File: config.mk
export PLATFORM = sky130hd
export DESIGN_NAME = mesi_xfer
export DESIGN_NICKNAME = d
export VERILOG_FILES = /design/src/rtl/core/mesi_pkg.sv /design/src/rtl/core/mesi_xfer.sv
export SDC_FILE = /design/constraint.sdc
export NUM_CORES = 1
export LEC_CHECK = 0
export BUFFER_PORTS_ARGS = -buffer_cell sky130_fd_sc_hd__buf_2
export CAP_MARGIN = 5
export CORE_ASPECT_RATIO = 1.2
export CORE_MARGIN = 2
export CORE_UTILIZATION = 37
export DETAILED_ROUTE_END_ITERATION = 7
export GPL_ROUTABILITY_DRIVEN = 0
export PLACE_DENSITY = 0.94
export SLEW_MARGIN = 20
export SYNTH_ARGS = -nofsm -noshare
export SYNTH_HDL_FRONTEND = slang
export SYNTH_SLANG_ARGS = --single-unit
File: constraint.sdc
create_clock -name vclk -period 3
set_clock_uncertainty 0.1 [all_clocks]
set_input_delay 0.3 -clock vclk [all_inputs]
set_output_delay 0.3 -clock vclk [all_outputs]
set_load 0.01 [all_outputs]
File: src/rtl/core/mesi_pkg.sv
// ----------------------------------------------------------------------------
// mesi_pkg
// Shared types and defaults for the two-core MESI coherence controller.
// ----------------------------------------------------------------------------
package mesi_pkg;

	// Default geometry; set count and line size are powers of two
	localparam int unsigned NUM_SETS_DEF   = 256;
	localparam int unsigned LINE_BYTES_DEF = 64;
	localparam int unsigned ADDR_BITS_DEF  = 32;

	typedef enum logic {
		CMD_READ  = 1'b0,
		CMD_WRITE = 1'b1
	} cmd_t;

	typedef enum logic [1:0] {
		MESI_I = 2'd0,
		MESI_S = 2'd1,
		MESI_E = 2'd2,
		MESI_M = 2'd3
	} mesi_state_t;

	typedef enum logic [1:0] {
		BUS_NONE = 2'd0,
		BUS_RD   = 2'd1,
		BUS_RDX  = 2'd2,
		BUS_UPGR = 2'd3
	} bus_op_t;

	// Outcome of one coherence lookup
	typedef struct packed {
		mesi_state_t own_next;
		mesi_state_t oth_next;
		logic        hit;
		bus_op_t     bus_op;
		logic        wb;
		logic        inv;
	} xfer_t;

endpackage

File: src/rtl/core/mesi_xfer.sv
// ----------------------------------------------------------------------------
// mesi_xfer
// MESI transition logic for one access: requester lookup plus snoop.
// ----------------------------------------------------------------------------
module mesi_xfer #(
	parameter int unsigned TAG_W = 18
) (
	input  mesi_pkg::cmd_t        cmd,
	input  logic [TAG_W-1:0]      tag,
	input  mesi_pkg::mesi_state_t own_state,
	input  logic [TAG_W-1:0]      own_tag,
	input  mesi_pkg::mesi_state_t oth_state,
	input  logic [TAG_W-1:0]      oth_tag,
	output mesi_pkg::xfer_t       res
);

	logic own_has;
	logic oth_has;

	assign own_has = (own_state != mesi_pkg::MESI_I) && (own_tag == tag);
	assign oth_has = (oth_state != mesi_pkg::MESI_I) && (oth_tag == tag);

	always_comb begin
		res          = '0;
		res.own_next = own_state;
		res.oth_next = oth_state;
		res.hit      = own_has;
		res.bus_op   = mesi_pkg::BUS_NONE;
		if (cmd == mesi_pkg::CMD_READ) begin
			if (!own_has) begin
				res.bus_op = mesi_pkg::BUS_RD;
				if (oth_has) begin
					res.wb       = (oth_state == mesi_pkg::MESI_M);
					res.oth_next = mesi_pkg::MESI_S;
					res.own_next = mesi_pkg::MESI_S;
				end else begin
					res.own_next = mesi_pkg::MESI_E;
				end
			end
		end else if (own_has) begin
			case (own_state)
				mesi_pkg::MESI_E: begin
					res.own_next = mesi_pkg::MESI_M;
				end
				mesi_pkg::MESI_S: begin
					res.bus_op = mesi_pkg::BUS_UPGR;
					if (oth_has) begin
						res.oth_next = mesi_pkg::MESI_I;
						res.inv      = 1'b1;
					end
					res.own_next = mesi_pkg::MESI_M;
				end
				default: begin
					res.own_next = own_state;
				end
			endcase
		end else begin
			// write miss: read for ownership, victim dropped silently
			res.bus_op = mesi_pkg::BUS_RDX;
			if (oth_has) begin
				res.wb       = (oth_state == mesi_pkg::MESI_M);
				res.oth_next = mesi_pkg::MESI_I;
				res.inv      = 1'b1;
			end
			res.own_next = mesi_pkg::MESI_M;
		end
	end

endmodule

# Word-level counts from Yosys, hierarchy flattened

Index checks and enable logic that the tools add are counted.
W data, S select, Z words.

Eq/ne operators: 5
Mux-type cells: 19
Reductions and logical operators: 5

Operator list:

| cell                 | number |
|---|---|
| $eq A18 B18 Y1       | 2 |
| $mux W2              | 9 |
| $mux W4              | 3 |
| $mux W1              | 6 |
| $eq A2 B2 Y1 const B | 2 |
| $reduce_bool A2 Y1   | 2 |
| $mux W3              | 1 |
| $eq A2 B1 Y1 const B | 1 |
| $logic_and A1 B1 Y1  | 2 |
| $reduce_or A2 Y1     | 1 |

Register bits after elaboration: 0
Bits of input ports: 59
Output and inout port bits: 9
Word-level logic and storage cells: 29

# Logic depth before layout (Yosys ltp)

Word-level depth: 6
Gate-level depth with buffers: 5
Mapped depth without buffers: 5

# Least setup slack after synthesis

No wires, ideal clock.

Path kind: input -> output
Start: input port tag[0]
End: output port res[8] (netlist bit)
Data arrival time: 2.006 ns
Data required time: 2.600 ns
Path slack: 0.594 ns
Stages: 5
Path buffers: 0
Cell sequence: xor2_1 or4b_1 or4_4 or3_1 a21o_1

RTL lines:

| item            | RTL line        | RTL |
|---|---|---|
| start, declared | mesi_xfer.sv:9  | `input logic [TAG_W-1:0] tag,` |
| end, declared   | mesi_xfer.sv:14 | `output mesi_pkg::xfer_t res` |

==> run_results.csv <==
group,metric,value,unit
synthesis,syn_area,637,um^2
sta,tns,0,ns
drt,postRouteAntennaNets,0,
final_layout,multiInputGateArea,611,um^2
placement,dp_hpwl,1980,um
die,num_rows,16,
final_layout,antenna_cells,0,
worst_setup_path,critPathLaunchType,"input pin",
sta,fin_crit_sh,89.8,%
die,start_util,39.3,%
synthesis,syn_avg_cell_area,7.32,um^2
drt,first_pass_iters,4,
clock_tree,cts_setup_buffers,0,
worst_setup_path,slowest_delay,0.56,ns
synthesis,synth_nets,146,
sta,worstMarginPinSlew,0.675,ns
worst_setup_path,required,2.60,ns
sta,setup_viol_count_final,0,
run_status,run_status,"complete, no violations",
worst_setup_path,crit_path_top_delay_cell,"or4_4",
die,die_h,49.5,um
worst_setup_path,arrival,2.30,ns
sta,drv_slew,0,
drt,drtIter0Drc,21,
final_layout,seq_cells,0,
synthesis,synth-simple-area-share,37.5,%
power,p_leak,0.481,nW
die,io_pins,68,
final_layout,clkbuf_count,0,
sta,fin_crit,2.70,ns
min_path,hp-class,"input pin to output port",
sta,max_freq,371,MHz
drt,viasPerCell,5.31,
flow_run,maxCapViolCount,0,
synthesis,synth_cell_type_count,26,
synthesis,synthAdderAreaFrac,0,%
synthesis,ys_seq_area_share,0,%
worst_setup_path,path_cells,"buf_2, xor2_1, or4b_1, or4_4, or3_1, a21o_1, buf_2",
synthesis,yosys.area_share.xor_xnor,49.5,%
final_layout,fillers,150,
synthesis,synthMuxAreaShare,1.57,%
die,die_x,41.9,um
drt,vias,914,
sta,maxSlewHeadroom,53.9,%
global_route,overflow,0,
drt,drc,0,
synthesis,synth.yosys.warnings,0,
power,powerDensity,133,nW/um^2
global_route,grt_pass1_vias,894,
drt,wirelength,2130,um
global_route,grt_antenna_before_repair,0,
clock_tree,ctsHoldBuffers,0,
worst_setup_path,critical_path.endpoint_type,"output port",
synthesis,synth_top_family_by_area,"XOR/XNOR gates",
clock_tree,cts_resized,0,
final_layout,nets,215,
final_layout,drive_gt1_share,44.8,%
drt,wl_per_cell,12.4,um
placement,port_buffers,68,
worst_setup_path,critPathKind,"input pin to output port",
worst_setup_path,cp_max_fo,4,
sta,rsz0062_at_grt,"false",
global_route,grt_max_degree,8,
final_layout,areaGrowthSynthToFinish,55.8,%
die,fp.coreArea,1620,um^2
synthesis,syn_inst,87,
worst_setup_path,crit_top_cell,"buf_2",
global_route,gr-usage-all-layers,20.0,%
sta,whs,0.845,ns
final_layout,regArea,0,um^2
die,die-area,2070,um^2
global_route,grt_pass1_wl,3420,um
sta,hold_viol_final,0,
power,ir_worst_vdd,0.0689,mV
synthesis,synth_compound_area_share,7.27,%
cells in the mapped netlist (all sizes together):
cell type  count  share of area [%]
or4            1                1.8
nor4b          1                1.4
nor3           2                1.6
and2           1               0.98
a21o           1                1.2
nor2           4                2.4
or4b           1                1.6
buf            1                1.2
mux2i          1                1.6
nand3b         2                2.4
and4           3                4.1
xor2          20                 28
or3            3                2.9
nand3          2                1.6
o211ai         1                1.2
xnor2         16                 22
a41oi          1                1.4
a2111oi        1                1.4
a22oi          1                1.2
o22ai          1               0.98
nand2          2                1.2
inv            5                2.9
nor4           8                7.9
nand4          6                5.9
and3           1               0.98
nand2b         1               0.98
report_power, final:
group	total (W)	switching [W]	internal (W)
logic	0.000132	0.0000665	0.0000651
registers	0	0	0
clock network	0	0	0
total	0.000132	0.0000665	0.0000651
kinds of logic (layout without fill, tap and decap cells):
group	count (synthesis)	after routing
AOI/OAI and AO/OA	6	6
xor gates and xnor gates	36	36
buffers and inverters	6	73
muxes	1	1
and+or+nand+nor	38	38
path summary, 6_finish.rpt:
check	start	endpoint	slack, ns	cells after the start
worst max-delay path	tag[0]	res[8]	0.30	7
worst min-delay path	cmd	res[2]	0.85	3
worst max-delay path, delay by kind of cell:
| family | cells | cell delay (ns) |
|---|---|---|
| compound gates | 1 | 0.19 |
| simple gates | 3 | 1.40 |
| buf+inv | 2 | 0.24 |
| xor+xnor | 1 | 0.16 |
cell type report:
class,instances,share of cell area [%]
multi-input combinational,81,61.5
timing repair buffer,68,34.3
tap,18,2.27
inverter,5,1.89
layout by cell type (no fill, tap or decap), drive strengths merged, types with 3 or more instances in the layout:
cell type,synthesis,layout
nor4,8,8
or3,3,3
inv,5,5
buf,1,68
xnor2,16,16
nor2,4,4
xor2,20,20
and4,3,3
nand4,6,6
routing by layer:
| layer | share of wire, % | GRT usage, % |
|---|---|---|
| met1 | 37 | 23.3 |
| met2 | 56 | 39.1 |
| met3 | 6.7 | 0.733 |
| met4 | 0.80 | 4.30 |
| met5 | 0 | 0 |
stage by stage:
step	setup WS (ns)	cells	power (W)	utilization (%)	area, um^2
6_report	0.305	172	0.000132	61.2	992
3_3_place_gp	0.351	172	0.000127	61.2	992
5_1_grt	0.226	172	0.000145	61.2	992
2_1_floorplan	0.594	87	0.0000636	-	637
3_5_place_dp	0.306	172	0.000131	61.2	992
4_1_cts	0.308	172	0.000131	61.2	992
(Power assumes the default switching activity.)
